`src/rtl/cdl_pkg.sv`:
```
// cdl_pkg: shared types, codes and helpers for the cyclic dominance lattice block
// used by the channel interfaces, the event rule logic and the top level
package cdl_pkg;

    localparam int SITES_DEFAULT = 12;
    localparam int RATE_W        = 17;
    localparam int RAND_W        = 16;
    localparam int SPECIES_W     = 2;
    localparam int SITE_W        = 4;
    localparam int COUNT_W       = 4;
    localparam int TOTAL_W       = 32;
    localparam int CFG_INDEX_W   = 3;

    localparam logic [RATE_W-1:0] RATE_RESET = 17'h10000;

    typedef logic [SPECIES_W-1:0] species_t;
    typedef logic [RATE_W-1:0]    rate_t;
    typedef logic [RAND_W-1:0]    rand_t;

    localparam species_t SP_EMPTY = 2'd0;
    localparam species_t SP_A     = 2'd1;
    localparam species_t SP_B     = 2'd2;
    localparam species_t SP_C     = 2'd3;

    localparam logic ACT_LOAD = 1'b0;
    localparam logic ACT_STEP = 1'b1;

    localparam logic [CFG_INDEX_W-1:0] REG_SWITCH  = 3'd0;
    localparam logic [CFG_INDEX_W-1:0] REG_DEATH_A = 3'd1;
    localparam logic [CFG_INDEX_W-1:0] REG_DEATH_B = 3'd2;
    localparam logic [CFG_INDEX_W-1:0] REG_DEATH_C = 3'd3;
    localparam logic [CFG_INDEX_W-1:0] REG_BIRTH_A = 3'd4;
    localparam logic [CFG_INDEX_W-1:0] REG_BIRTH_B = 3'd5;
    localparam logic [CFG_INDEX_W-1:0] REG_BIRTH_C = 3'd6;

    typedef struct packed {
        logic                action;
        logic [SITE_W-1:0]   site;
        species_t            load_species;
        logic                direction;
        logic [2:0]          event_bits;
        rand_t               rand_switch;
        rand_t               rand_death;
        rand_t               rand_birth;
        rand_t               rand_switch_second;
        rand_t               rand_birth_second;
        rand_t               rand_switch_third;
        rand_t               rand_birth_third;
    } in_item_t;

    typedef struct packed {
        logic [COUNT_W-1:0]  count_a;
        logic [COUNT_W-1:0]  count_b;
        logic [COUNT_W-1:0]  count_c;
        logic                dominated;
        species_t            winner;
        logic [TOTAL_W-1:0]  sweep_count;
    } out_item_t;

    // new site values and population bookkeeping for one event
    typedef struct packed {
        species_t new_x;
        species_t new_nb;
        logic     inc_en;
        species_t inc_sp;
        logic     dec_en;
        species_t dec_sp;
    } rule_res_t;

    function automatic logic rate_pass(input rand_t r, input rate_t rate);
        return {1'b0, r} <= rate;
    endfunction

    function automatic species_t prey_of(input species_t s);
        species_t p;
        case (s)
            SP_A:    p = SP_B;
            SP_B:    p = SP_C;
            SP_C:    p = SP_A;
            default: p = SP_EMPTY;
        endcase
        return p;
    endfunction

    function automatic species_t pred_of(input species_t s);
        species_t p;
        case (s)
            SP_A:    p = SP_C;
            SP_B:    p = SP_A;
            SP_C:    p = SP_B;
            default: p = SP_EMPTY;
        endcase
        return p;
    endfunction

endpackage

```
`src/rtl/cdl_in_if.sv`:
```
// cdl_in_if: valid/ready channel carrying one input item per beat
// depends on cdl_pkg for the payload type
interface cdl_in_if;
    import cdl_pkg::*;

    logic     valid;
    logic     ready;
    in_item_t data;

    modport source (output valid, output data, input ready);
    modport sink   (input valid, input data, output ready);
endinterface

```
`src/rtl/cdl_out_if.sv`:
```
// cdl_out_if: valid/ready channel carrying one result item per beat
// depends on cdl_pkg for the payload type
interface cdl_out_if;
    import cdl_pkg::*;

    logic      valid;
    logic      ready;
    out_item_t data;

    modport source (output valid, output data, input ready);
    modport sink   (input valid, input data, output ready);
endinterface

```
`src/rtl/cyclic_dominance_lattice_step.sv`:
```
// cyclic_dominance_lattice_step: ring lattice of species with cyclic predation
// the result is registered after the calc and wr2 states; input waits until it is loaded
// the lattice memory is read at the input beat, written back in the calc and wr2 states
// reset: rates to 65536, counts zero, then a clearing pass through every site
// writes each one empty; no input beat is taken during that pass
// depends on cdl_pkg, cdl_in_if, cdl_out_if and cdl_rules
module cyclic_dominance_lattice_step #(
    parameter int SITES = cdl_pkg::SITES_DEFAULT
) (
    input  logic                             clk,
    input  logic                             rst_n,
    cdl_in_if.sink                           in_ch,
    cdl_out_if.source                        out_ch,
    input  logic                             cfg_we,
    input  logic [cdl_pkg::CFG_INDEX_W-1:0]  cfg_index,
    input  logic [cdl_pkg::RATE_W-1:0]       cfg_data
);
    import cdl_pkg::*;

    localparam int AW = $clog2(SITES);
    localparam int PW = $clog2(SITES + 1);

    localparam logic [AW-1:0] LAST_SITE = AW'(SITES - 1);
    localparam logic [PW-1:0] FULL_POP  = PW'(SITES);

    localparam logic [2:0] ST_CLR  = 3'd0;
    localparam logic [2:0] ST_IDLE = 3'd1;
    localparam logic [2:0] ST_CALC = 3'd2;
    localparam logic [2:0] ST_WR2  = 3'd3;
    localparam logic [2:0] ST_DONE = 3'd4;

    logic [2:0]          state_reg, state_next;
    logic [AW-1:0]       clr_cnt_reg;
    species_t            lattice_mem [SITES];
    species_t            rd_x_reg, rd_nb_reg;
    in_item_t            item_reg;
    logic                site_ok_reg;
    logic [AW-1:0]       x_addr_reg, nb_addr_reg;
    species_t            new_nb_reg;

    rate_t               switch_rate_reg;
    rate_t               death_rate_reg [3];
    rate_t               birth_rate_reg [3];
    logic [PW-1:0]       population_reg [3];
    logic [TOTAL_W-1:0]  event_total_reg;
    logic [TOTAL_W-1:0]  sweep_reg;
    logic [AW-1:0]       rem_reg;

    logic                out_valid_reg;
    out_item_t           out_data_reg;

    logic                accept;
    logic                site_ok;
    logic [AW-1:0]       x_addr, nb_addr;
    logic [2:0]          pop_nonzero;
    rule_res_t           rule_res;
    logic                out_free;
    logic                out_load;
    out_item_t           result;

    assign in_ch.ready  = (state_reg == ST_IDLE);
    assign accept       = in_ch.valid && in_ch.ready;
    assign out_ch.valid = out_valid_reg;
    assign out_ch.data  = out_data_reg;
    assign out_free     = !out_valid_reg || out_ch.ready;

    // site index check and neighbour address
    always_comb
    begin
        logic [TOTAL_W-1:0] site_wide;
        site_wide = TOTAL_W'(in_ch.data.site);
        site_ok   = site_wide < TOTAL_W'(SITES);
        x_addr    = site_ok ? site_wide[AW-1:0] : '0;
        if (in_ch.data.direction)
            nb_addr = (x_addr == '0) ? LAST_SITE : AW'(x_addr - 1'b1);
        else
            nb_addr = (x_addr == LAST_SITE) ? '0 : AW'(x_addr + 1'b1);
    end

    always_comb
    begin
        for (int k = 0; k < 3; k++)
            pop_nonzero[k] = (population_reg[k] != '0);
    end

    cdl_rules u_rules (
        .item        (item_reg),
        .me          (rd_x_reg),
        .other       (rd_nb_reg),
        .switch_rate (switch_rate_reg),
        .death_rate  (death_rate_reg),
        .birth_rate  (birth_rate_reg),
        .pop_nonzero (pop_nonzero),
        .res         (rule_res)
    );

    // lattice memory: two read ports at the input beat, one write port
    always_ff @(posedge clk)
    begin
        if (accept)
        begin
            rd_x_reg  <= lattice_mem[x_addr];
            rd_nb_reg <= lattice_mem[nb_addr];
        end
        if (state_reg == ST_CLR)
            lattice_mem[clr_cnt_reg] <= SP_EMPTY;
        else if (state_reg == ST_CALC && site_ok_reg)
            lattice_mem[x_addr_reg] <= rule_res.new_x;
        else if (state_reg == ST_WR2 && site_ok_reg && item_reg.action == ACT_STEP)
            lattice_mem[nb_addr_reg] <= new_nb_reg;
    end

    always_ff @(posedge clk)
    begin
        if (accept)
        begin
            item_reg    <= in_ch.data;
            site_ok_reg <= site_ok;
            x_addr_reg  <= x_addr;
            nb_addr_reg <= nb_addr;
        end
        if (state_reg == ST_CALC)
            new_nb_reg <= rule_res.new_nb;
    end

    // result from the updated counts
    always_comb
    begin
        species_t win;
        win = SP_EMPTY;
        for (int k = 0; k < 3; k++)
            if (population_reg[k] == FULL_POP)
                win = species_t'(k + 1);
        result.count_a     = COUNT_W'(population_reg[0]);
        result.count_b     = COUNT_W'(population_reg[1]);
        result.count_c     = COUNT_W'(population_reg[2]);
        result.dominated   = (win != SP_EMPTY);
        result.winner      = win;
        result.sweep_count = sweep_reg;
    end

    assign out_load = (state_reg == ST_WR2 || state_reg == ST_DONE) && out_free;

    always_comb
    begin
        state_next = state_reg;
        case (state_reg)
            ST_CLR:  if (clr_cnt_reg == LAST_SITE) state_next = ST_IDLE;
            ST_IDLE: if (accept) state_next = ST_CALC;
            ST_CALC: state_next = ST_WR2;
            ST_WR2:  state_next = out_free ? ST_IDLE : ST_DONE;
            ST_DONE: if (out_free) state_next = ST_IDLE;
            default: state_next = ST_CLR;
        endcase
    end

    always_ff @(posedge clk or negedge rst_n)
    begin
        if (!rst_n)
        begin
            state_reg       <= ST_CLR;
            clr_cnt_reg     <= '0;
            out_valid_reg   <= 1'b0;
            switch_rate_reg <= RATE_RESET;
            for (int k = 0; k < 3; k++)
            begin
                death_rate_reg[k] <= RATE_RESET;
                birth_rate_reg[k] <= RATE_RESET;
                population_reg[k] <= '0;
            end
            event_total_reg <= '0;
            sweep_reg       <= '0;
            rem_reg         <= '0;
        end
        else
        begin
            state_reg <= state_next;

            if (state_reg == ST_CLR)
                clr_cnt_reg <= AW'(clr_cnt_reg + 1'b1);

            if (cfg_we)
            begin
                case (cfg_index)
                    REG_SWITCH:  switch_rate_reg   <= cfg_data;
                    REG_DEATH_A: death_rate_reg[0] <= cfg_data;
                    REG_DEATH_B: death_rate_reg[1] <= cfg_data;
                    REG_DEATH_C: death_rate_reg[2] <= cfg_data;
                    REG_BIRTH_A: birth_rate_reg[0] <= cfg_data;
                    REG_BIRTH_B: birth_rate_reg[1] <= cfg_data;
                    REG_BIRTH_C: birth_rate_reg[2] <= cfg_data;
                    default:     ;
                endcase
            end

            if (state_reg == ST_CALC && site_ok_reg)
            begin
                for (int k = 0; k < 3; k++)
                begin
                    logic [PW-1:0] p1;
                    p1 = population_reg[k];
                    if (rule_res.dec_en && rule_res.dec_sp == species_t'(k + 1) && p1 != '0)
                        p1 = PW'(p1 - 1'b1);
                    if (rule_res.inc_en && rule_res.inc_sp == species_t'(k + 1) &&
                        p1 != FULL_POP)
                        p1 = PW'(p1 + 1'b1);
                    population_reg[k] <= p1;
                end
                // event count with a running sweep quotient
                if (item_reg.action == ACT_STEP && event_total_reg != '1)
                begin
                    event_total_reg <= TOTAL_W'(event_total_reg + 1'b1);
                    if (rem_reg == LAST_SITE)
                    begin
                        rem_reg   <= '0;
                        sweep_reg <= TOTAL_W'(sweep_reg + 1'b1);
                    end
                    else
                        rem_reg <= AW'(rem_reg + 1'b1);
                end
            end

            if (out_load)
                out_valid_reg <= 1'b1;
            else if (out_ch.ready)
                out_valid_reg <= 1'b0;
        end
    end

    always_ff @(posedge clk)
    begin
        if (out_load)
            out_data_reg <= result;
    end
endmodule

```
`src/rtl/cdl_rules.sv`:
```
// cdl_rules: event rules for one picked site and its neighbour
// depends on cdl_pkg; purely combinational, fed from the lattice read registers
module cdl_rules (
    input  cdl_pkg::in_item_t  item,
    input  cdl_pkg::species_t  me,
    input  cdl_pkg::species_t  other,
    input  cdl_pkg::rate_t     switch_rate,
    input  cdl_pkg::rate_t     death_rate [3],
    input  cdl_pkg::rate_t     birth_rate [3],
    input  logic [2:0]         pop_nonzero,
    output cdl_pkg::rule_res_t res
);
    import cdl_pkg::*;

    always_comb
    begin
        species_t prey;
        species_t pred;
        species_t cur_x;
        species_t cur_nb;
        species_t trial_sp [3];
        logic     trial_bit [3];
        rand_t    trial_rs [3];
        rand_t    trial_rb [3];
        logic [1:0] me_idx;
        logic [1:0] prey_idx;
        logic [1:0] sp_idx;

        prey   = prey_of(me);
        pred   = pred_of(me);
        me_idx   = 2'(me - SP_A);
        prey_idx = 2'(prey - SP_A);
        sp_idx   = 2'd0;
        cur_x  = me;
        cur_nb = other;

        trial_sp[0]  = SP_A;
        trial_sp[1]  = SP_C;
        trial_sp[2]  = SP_B;
        trial_bit[0] = item.event_bits[0];
        trial_bit[1] = item.event_bits[1];
        trial_bit[2] = item.event_bits[2];
        trial_rs[0]  = item.rand_switch;
        trial_rs[1]  = item.rand_switch_second;
        trial_rs[2]  = item.rand_switch_third;
        trial_rb[0]  = item.rand_birth;
        trial_rb[1]  = item.rand_birth_second;
        trial_rb[2]  = item.rand_birth_third;

        res.new_x  = me;
        res.new_nb = other;
        res.inc_en = 1'b0;
        res.inc_sp = SP_EMPTY;
        res.dec_en = 1'b0;
        res.dec_sp = SP_EMPTY;

        if (item.action == ACT_LOAD)
        begin
            res.new_x  = item.load_species;
            res.dec_en = (me != SP_EMPTY);
            res.dec_sp = me;
            res.inc_en = (item.load_species != SP_EMPTY);
            res.inc_sp = item.load_species;
        end
        else if (me != SP_EMPTY)
        begin
            if (other == prey || other == pred)
            begin
                if (!item.event_bits[0])
                begin
                    if (rate_pass(item.rand_switch, switch_rate))
                    begin
                        res.new_x  = other;
                        res.new_nb = me;
                    end
                end
                else if (other == prey)
                begin
                    if (pop_nonzero[prey_idx] &&
                        rate_pass(item.rand_death, death_rate[prey_idx]))
                    begin
                        res.new_nb = SP_EMPTY;
                        res.dec_en = 1'b1;
                        res.dec_sp = prey;
                    end
                end
                else
                begin
                    if (pop_nonzero[me_idx] &&
                        rate_pass(item.rand_death, death_rate[me_idx]))
                    begin
                        res.new_x  = SP_EMPTY;
                        res.dec_en = 1'b1;
                        res.dec_sp = me;
                    end
                end
            end
            else if (other == SP_EMPTY)
            begin
                if (!item.event_bits[0])
                begin
                    if (rate_pass(item.rand_switch, switch_rate))
                    begin
                        res.new_x  = SP_EMPTY;
                        res.new_nb = me;
                    end
                end
                else if (rate_pass(item.rand_birth, birth_rate[me_idx]))
                begin
                    res.new_nb = me;
                    res.inc_en = 1'b1;
                    res.inc_sp = me;
                end
            end
        end
        else
        begin
            // sub-trials a, c, b; each only while the site is still empty
            for (int k = 0; k < 3; k++)
            begin
                sp_idx = 2'(trial_sp[k] - SP_A);
                if (cur_x == SP_EMPTY && cur_nb == trial_sp[k])
                begin
                    if (!trial_bit[k])
                    begin
                        if (rate_pass(trial_rs[k], switch_rate))
                        begin
                            cur_x  = trial_sp[k];
                            cur_nb = SP_EMPTY;
                        end
                    end
                    else if (rate_pass(trial_rb[k], birth_rate[sp_idx]))
                    begin
                        cur_x      = trial_sp[k];
                        res.inc_en = 1'b1;
                        res.inc_sp = trial_sp[k];
                    end
                end
            end
            res.new_x  = cur_x;
            res.new_nb = cur_nb;
        end
    end
endmodule

```
`src/flat_wrapper.sv`:
```
// flat-port wrapper written by rule: the top's interface ports become plain ports
module cyclic_dominance_lattice_step_flat import cdl_pkg::*;
#(
    parameter int SITES = cdl_pkg::SITES_DEFAULT
)
  (clk, rst_n, cfg_we, cfg_index, cfg_data, in_ch_valid, in_ch_data, in_ch_ready, out_ch_valid, out_ch_data, out_ch_ready);
  cdl_in_if in_ch_i ();
  cdl_out_if out_ch_i ();
  input  logic clk;
  input  logic rst_n;
  input  logic cfg_we;
  input  logic [cdl_pkg::CFG_INDEX_W-1:0] cfg_index;
  input  logic [cdl_pkg::RATE_W-1:0] cfg_data;
  input wire logic [$bits(in_ch_i.valid)-1:0] in_ch_valid;
  input wire logic [$bits(in_ch_i.data)-1:0] in_ch_data;
  output wire logic [$bits(in_ch_i.ready)-1:0] in_ch_ready;
  output wire logic [$bits(out_ch_i.valid)-1:0] out_ch_valid;
  output wire logic [$bits(out_ch_i.data)-1:0] out_ch_data;
  input wire logic [$bits(out_ch_i.ready)-1:0] out_ch_ready;
  assign in_ch_i.valid = in_ch_valid;
  assign in_ch_i.data = in_ch_data;
  assign in_ch_ready = in_ch_i.ready;
  assign out_ch_valid = out_ch_i.valid;
  assign out_ch_data = out_ch_i.data;
  assign out_ch_i.ready = out_ch_ready;
  cyclic_dominance_lattice_step #(.SITES(SITES)) u_core (.clk(clk), .rst_n(rst_n), .in_ch(in_ch_i), .out_ch(out_ch_i), .cfg_we(cfg_we), .cfg_index(cfg_index), .cfg_data(cfg_data));
endmodule
```
`config.mk`:
```
export PLATFORM = sky130hd
export DESIGN_NAME = cyclic_dominance_lattice_step_flat
export DESIGN_NICKNAME = d
export VERILOG_FILES = /design/src/rtl/cdl_pkg.sv /design/src/rtl/cdl_in_if.sv /design/src/rtl/cdl_out_if.sv /design/src/rtl/cyclic_dominance_lattice_step.sv /design/src/rtl/cdl_rules.sv /design/src/flat_wrapper.sv
export SDC_FILE = /design/constraint.sdc
export NUM_CORES = 1
export LEC_CHECK = 0
export ABC_AREA = 1
export BUFFER_PORTS_ARGS = -buffer_cell sky130_fd_sc_hd__buf_2
export CAP_MARGIN = 20
export CORE_MARGIN = 8
export CORE_UTILIZATION = 55
export CTS_CLUSTER_SIZE = 40
export DETAILED_ROUTE_END_ITERATION = 6
export GPL_ROUTABILITY_DRIVEN = 0
export PLACE_DENSITY = 0.87
export SLEW_MARGIN = 20
export SYNTH_ARGS = -nofsm -noshare
export SYNTH_HDL_FRONTEND = slang
export SYNTH_SLANG_ARGS = --single-unit
```
`constraint.sdc`:
```
create_clock -name clk -period 8.6 [get_ports clk]
set_clock_uncertainty 0.2 [all_clocks]
set_input_delay 0.86 -clock clk [delete_from_list [all_inputs] [get_ports clk]]
set_output_delay 0.86 -clock clk [all_outputs]
set_load 0.02 [all_outputs]
```
# Word-level counts from Yosys, hierarchy flattened
# Memories as Yosys holds them, arrays and structs flattened. A register that Yosys moved wholly into a read port is not among the register bits.
# Index checks and enable logic that the tools add are counted.
# W data, S select, Z words.
# totals
register_bits	383
mem_bits_rw	24
input_bits	148
out_inout_bits	49
wordCells	273
mem_count	1
# classes
addsub	14
n_lt_le_gt_ge	14
eq_ne	37
n_mux	116
bitwise	2
reduce_logical	53
# memory_table
memory	depth	width	read_ports	rd_ports_with_merged_regs	write_ports	line_no	source
u_core.lattice_mem	12	2	2	2	1	cyclic_dominance_lattice_step.sv:34	species_t lattice_mem [SITES];
# ops
operator	n
$le A16 B17 Y1	9
$bmux W17 S2	3
$mux W17	6
$mux W2	41
$mux W4	20
$add A32 B1 Y32 const B	2
$mux W3	21
$ne A32 B32 Y1 const B	1
$add A4 B1 Y4 const B	6
$eq A4 B4 Y1 const B	6
$logic_and A1 B1 Y1	23
$eq A2 B2 Y1 const B	8
$mux W1	16
$reduce_and A2 Y1	8
$sub A4 B1 Y4 const B	4
$pmux W3 S5	1
$mux W7	2
$eq A3 B2 Y1 const B	4
$eq A3 B3 Y1 const B	4
$ne A4 B4 Y1 const B	3
$pmux W2 S3	2
$reduce_bool A4 Y1	3
$eq A2 B1 Y1 const B	4
$logic_not A2 Y1	4
19 further kinds	35

# Depth between registers and ports, before layout
# logic_depth
ltp_word	24
depth_mapped	37

# By module
# A second synthesis with hierarchy kept.
# unflattened
cells_unflattened	2544
hier_area_um2	22836.9
# by_module_without_submodules
module	instances	cells_each	area_per_inst_um2
cyclic_dominance_lattice_step	1	1611	17199.0
cdl_rules	1	933	5637.9

# Least setup slack after synthesis
# Ideal clock, no wire load.
# synth_path
kind	reg-to-reg
startpoint	register u_core.state_reg[2]
endpoint	register u_core.item_reg[0] (netlist name), enable pin
t_arrival_ns	6.660
setup_slack_ns	1.117
stages_incl_launch_ff	4
path_buffers	0
synth_period_minus_slack_ns	7.483
cell_sequence	dfrtp_1 -> nor3_1 -> inv_1 -> nor2_1
# synth_via
elab_chain_cells	2
# synth_lines
item	line_no	source
from (decl)	cyclic_dominance_lattice_step.sv:32	logic [2:0] state_reg, state_next;
from (signal assigned)	cyclic_dominance_lattice_step.sv:177	state_reg <= state_next;
$eq A3 B1 Y1	cyclic_dominance_lattice_step.sv:61	assign in_ch.ready = (state_reg == ST_IDLE);
named net in_ch_ready	flat_wrapper.sv:16	output wire logic [$bits(in_ch_i.ready)-1:0] in_ch_ready;
$logic_and A1 B1 Y1	cyclic_dominance_lattice_step.sv:62	assign accept = in_ch.valid && in_ch.ready;
named net u_core.accept	cyclic_dominance_lattice_step.sv:52	logic accept;
to (signal assigned)	cyclic_dominance_lattice_step.sv:117	item_reg <= in_ch.data;
to (decl)	cyclic_dominance_lattice_step.sv:36	in_item_t item_reg;
# The timed path passes the listed nets, and every way through them passes these cells.
# A chain may end at the register's enable or synchronous reset.

# Worst setup path after layout
# layout_path
startpoint	register u_core.rd_x_reg[0] (read register of u_core.lattice_mem)
endpoint	register u_core.population_reg[4] (netlist name)
# layout_via
elab_chain_cells	23
elab_cells_between_ends	89
cone_classes	add/sub (3); order compare (3); eq/ne (10); mux (57); bitwise (2); reduce/logical (14)
# layout_lines
item	line_no	source
from (decl)	cyclic_dominance_lattice_step.sv:35	species_t rd_x_reg, rd_nb_reg;
$eq A2 B2 Y1 / $eq A2 B1 Y1 (equally long branches)	cdl_pkg.sv:76, cdl_pkg.sv:87	
$pmux W2 S3	cdl_pkg.sv:76	case (s)
$sub A2 B1 Y2	cdl_rules.sv:32	prey_idx = 2'(prey - SP_A);
$not A2 Y3 (not written as such)	cdl_rules.sv:80	rate_pass(item.rand_death, death_rate[prey_idx]))
$bmux W17 S2	cdl_rules.sv:80	
$mux W17 (not written as such) (2 in series)	cdl_rules.sv:80	
$le A16 B17 Y1	cdl_pkg.sv:71	return {1'b0, r} <= rate;
$logic_and A1 B1 Y1	cdl_rules.sv:79	if (pop_nonzero[prey_idx] &&
$mux W3	cdl_rules.sv:79	
$mux W3	cdl_rules.sv:77	else if (other == prey)
$mux W3	cdl_rules.sv:69	if (!item.event_bits[0])
$mux W3	cdl_rules.sv:67	if (other == prey || other == pred)
$mux W3	cdl_rules.sv:65	else if (me != SP_EMPTY)
$mux W6 (*)	cdl_rules.sv:57	if (item.action == ACT_LOAD)
parallel branches: the longest is 7 deep, another holds $add A4 B1 Y4	--	
$mux W4 (*)	cyclic_dominance_lattice_step.sv:204	if (rule_res.inc_en && rule_res.inc_sp == species_t'(k + 1) &&
to (signal, indexed assignment)	cyclic_dominance_lattice_step.sv:207	population_reg[k] <= p1;
to (decl)	cyclic_dominance_lattice_step.sv:44	logic [PW-1:0] population_reg [3];
# Every way passes the cells marked *. The select of a mux whose other input is x is not followed.

==> results.json <==
{
  "instances_no_fill": 3013,
  "ff2ff_path_depth": 29,
  "yosys.area_share.simple_pct": 18.50,
  "area_growth_pct": 13.44,
  "ctsResizeCount": 0,
  "slew_violations": 0,
  "p_leak_nw": 11.15,
  "root_buffer": "clkbuf_16",
  "yosysSeqAreaShare_pct": 52.33,
  "syn-mean-instance-area_um2": 9.541,
  "synth_compound_area_share_pct": 10.46,
  "syn_area_mm2": 0.02162,
  "run_status": "finished with violations",
  "viasPerCell": 5.826,
  "synth_xor_area_share_pct": 3.275,
  "placed_cell_area_mm2": 0.02312,
  "violations": "DRC",
  "first_global_vias": 17530,
  "synth_fa_ha_area_share_pct": 9.838,
  "clk_latency_ns": 0.58,
  "hold_viol": 0,
  "grt_pass1_wl_um": 89070,
  "crit_path_max_incr_delay_ns": 0.76,
  "critical_path.slowest_cell": "inv_1",
  "clockBufferDepth": 3,
  "min_path_type": "primary input to async pin",
  "die_area_mm2": 0.04591,
  "ant_nets": 0,
  "drt-total-wl_um": 55430,
  "nets": 2781,
  "synth_top_family_by_area": "simple AND/OR/NAND/NOR gates",
  "postSynthCellCount": 2266,
  "cts_max_level": 2,
  "drtIter0Drc": 1763,
  "synth_top_cell_by_area": "edfxtp_1",
  "ios": 197,
  "post-cts-setup-buffers": 0,
  "cp_max_fo": 53,
  "layout_min_cycle_time_ns": 6.275,
  "path_class": "flop to flop",
  "place_inst": 2935,
  "synth_edf_count": 204,
  "die_h_um": 214.3,
  "clkTransAtPathRegs_ns": 0.06,
  "required_ns": 8.84,
  "die_x_um": 214.3,
  "fin_tns_setup_ns": 0,
  "n_antenna_cell": 0,
  "yosysWarnings": 0,
  "num_rows": 72,
  "dr.pass1.iters": 7,
  "dpl.hpwl_um": 40400,
  "maxCapViolCount": 0,
  "fmax_ghz": 0.1594,
  "synth.area.top_cells": "edfxtp_1 28%, dfrtp_1 23%, ha_1 9.8%",
  "wire_per_inst_um": 18.40,
  "syn_nets": 2584,
  "endpoint_kind": "flop",
  "power.density_mw_per_mm2": 262.7,
  "cts_hold_buf": 0,
  "slew_headroom_pct": 28.74,
  "drive_above_1_share_pct": 14.03,
  "netlist.area_leader.share_pct": 28.33,
  "grt-ovfl-total": 0,
  "antenna_found_initial": 0,
  "crit_top_cell": "nand2_1",
  "muxShareOfSynthArea_pct": 0.05208,
  "fin_area_mm2": 0.02453,
  "r2r_slack_ns": 2.32,
  "fin_util_pct": 63.32,
  "p_total_w": 0.006443,
  "start_util_pct": 55.81,
  "cts_tree": "yes",
  "synth_flop_cell": "edfxtp_1",
  "critPathArrivalTime_ns": 6.52,
  "rsz0062_at_grt": "no",
  "start_kind": "flop",
  "cts_buffers": 43,
  "tightest_slew_ns": 1.066,
  "grt_max_degree": 88,
  "async_reset_ff_share_pct": 50.36,
  "via_count": 17550,
  "period_share_pct": 72.97,
  "core_mm2": 0.03874,
  "numClockSinks": 411,
  "synth.distinct_cells": 59,
  "largest_reg_flops": 118,
  "grt_use_total_pct": 23.54,
  "irDropWorstVdd_uv": 242.2,
  "drc_errors": 1,
  "setup_viol": 0,
  "ys_ff_latch": 411,
  "io_buffers": 196
}
-- cell usage in the layout (no fill, tap or decap), types with 10 or more instances in the layout --
master     Yosys  layout
a21oi_1       86      86
a221oi_1      15      15
a22oi_1       24      24
a31oi_1       10      10
buf_2          3     195
clkbuf_1      44      11
clkbuf_16      0      45
dfrtp_1      200     200
edfxtp_1     204     204
ha_1         170     170
inv_1        241     241
inv_2         10      10
nand2_1      478     478
nand2_2       11      11
nand3_1       96      96
nand3_2       10      10
nand4_1       47      47
nor2_1       171     169
nor2_4         9      11
nor3_1        27      27
nor4_1        10      10
o21ai_0      212     211
xnor2_1       22      22
xor2_1        57      57
-- final cells by class --
cell class | instances | area [um^2]
timing repair buffer | 206 | 1089
fill | 2954 | 14210
clock buffer | 57 | 1181
sequential | 411 | 11310
clock inverter | 20 | 202.7
multi-input combinational | 1544 | 9123
inverter | 257 | 969.7
tap | 518 | 648.1
-- logic make-up after synthesis --
group | after synthesis
buf+inv | 311
compound gates | 400
xor+xnor | 80
fa+ha+maj | 170
simple gates | 893
flops | 411
mux | 1
-- through the flow --
step | setup WS, ns | hold WS, ns
4_1_cts | 2.338 | 0.1671
3_3_place_gp | 2.822 | 0.2355
2_1_floorplan | 1.117 | 0.2249
6_report | 2.325 | 0.1434
3_5_place_dp | 2.361 | 0.2317
5_1_grt | 1.788 | 0.1883
-- cell usage after synthesis (all sizes together) (4+ instances only) --
| cell | number |
|---|---|
| nand2 | 492 |
| inv | 253 |
| o21ai | 218 |
| edfxtp | 204 |
| dfrtp | 200 |
| nor2 | 190 |
| ha | 170 |
| nand3 | 107 |
| a21oi | 89 |
| xor2 | 58 |
| nand4 | 47 |
| clkbuf | 44 |
| nor3 | 32 |
| a22oi | 24 |
| xnor2 | 22 |
| a221oi | 15 |
| nor4 | 11 |
| a31oi | 10 |
| buf | 10 |
| a21o | 8 |
| dfstp | 7 |
| o211ai | 6 |
| o32ai | 6 |
| a211oi | 5 |
| o22ai | 5 |
| clkinv | 4 |
| nor3b | 4 |
| o21a | 4 |
-- critical path, delay by kind of cell (launching register included) --
family | cells | cell delay (ns)
buffers and inverters | 7 | 2.22
DFF | 1 | 0.32
and+or+nand+nor | 17 | 1.97
AOI/OAI and AO/OA | 2 | 0.48
adders and majority gates | 3 | 0.95
-- per-layer routing --
layer  wire length [um]  global-route usage, %  vias up  share of wire, %
met1              21510                  28.76     8294                39
met4               2610                  10.76        0               4.7
met2              26420                  39.34      934                48
li1                   -                      -     8115                 -
met3               4884                  5.472      210               8.8
met5                  0                      0        -                 0
-- where the power goes --
group	total, W	internal (W)	switching, W	leakage (nW)
combinational	0.00191	0.000660	0.00125	5.90
sequential	0.00268	0.00243	0.000243	4.58
clock	0.00185	0.00106	0.000789	0.674
total	0.00644	0.00416	0.00229	11.2
-- final timing paths --
check / startpoint / end
worst max-delay path: u_core.rd_x_reg[0] / u_core.population_reg[4]
worst min-delay path: rst_n / u_core.event_total_reg[29]
worst max register to register: u_core.rd_x_reg[0] / u_core.population_reg[4]
worst min register to register: u_core.sweep_reg[15] / u_core.out_ch.data[15]
max in group asynchronous: rst_n / u_core.switch_rate_reg[5]
min in group clk: u_core.sweep_reg[15] / u_core.out_ch.data[15]
Power figures use the tool's default switching activity.
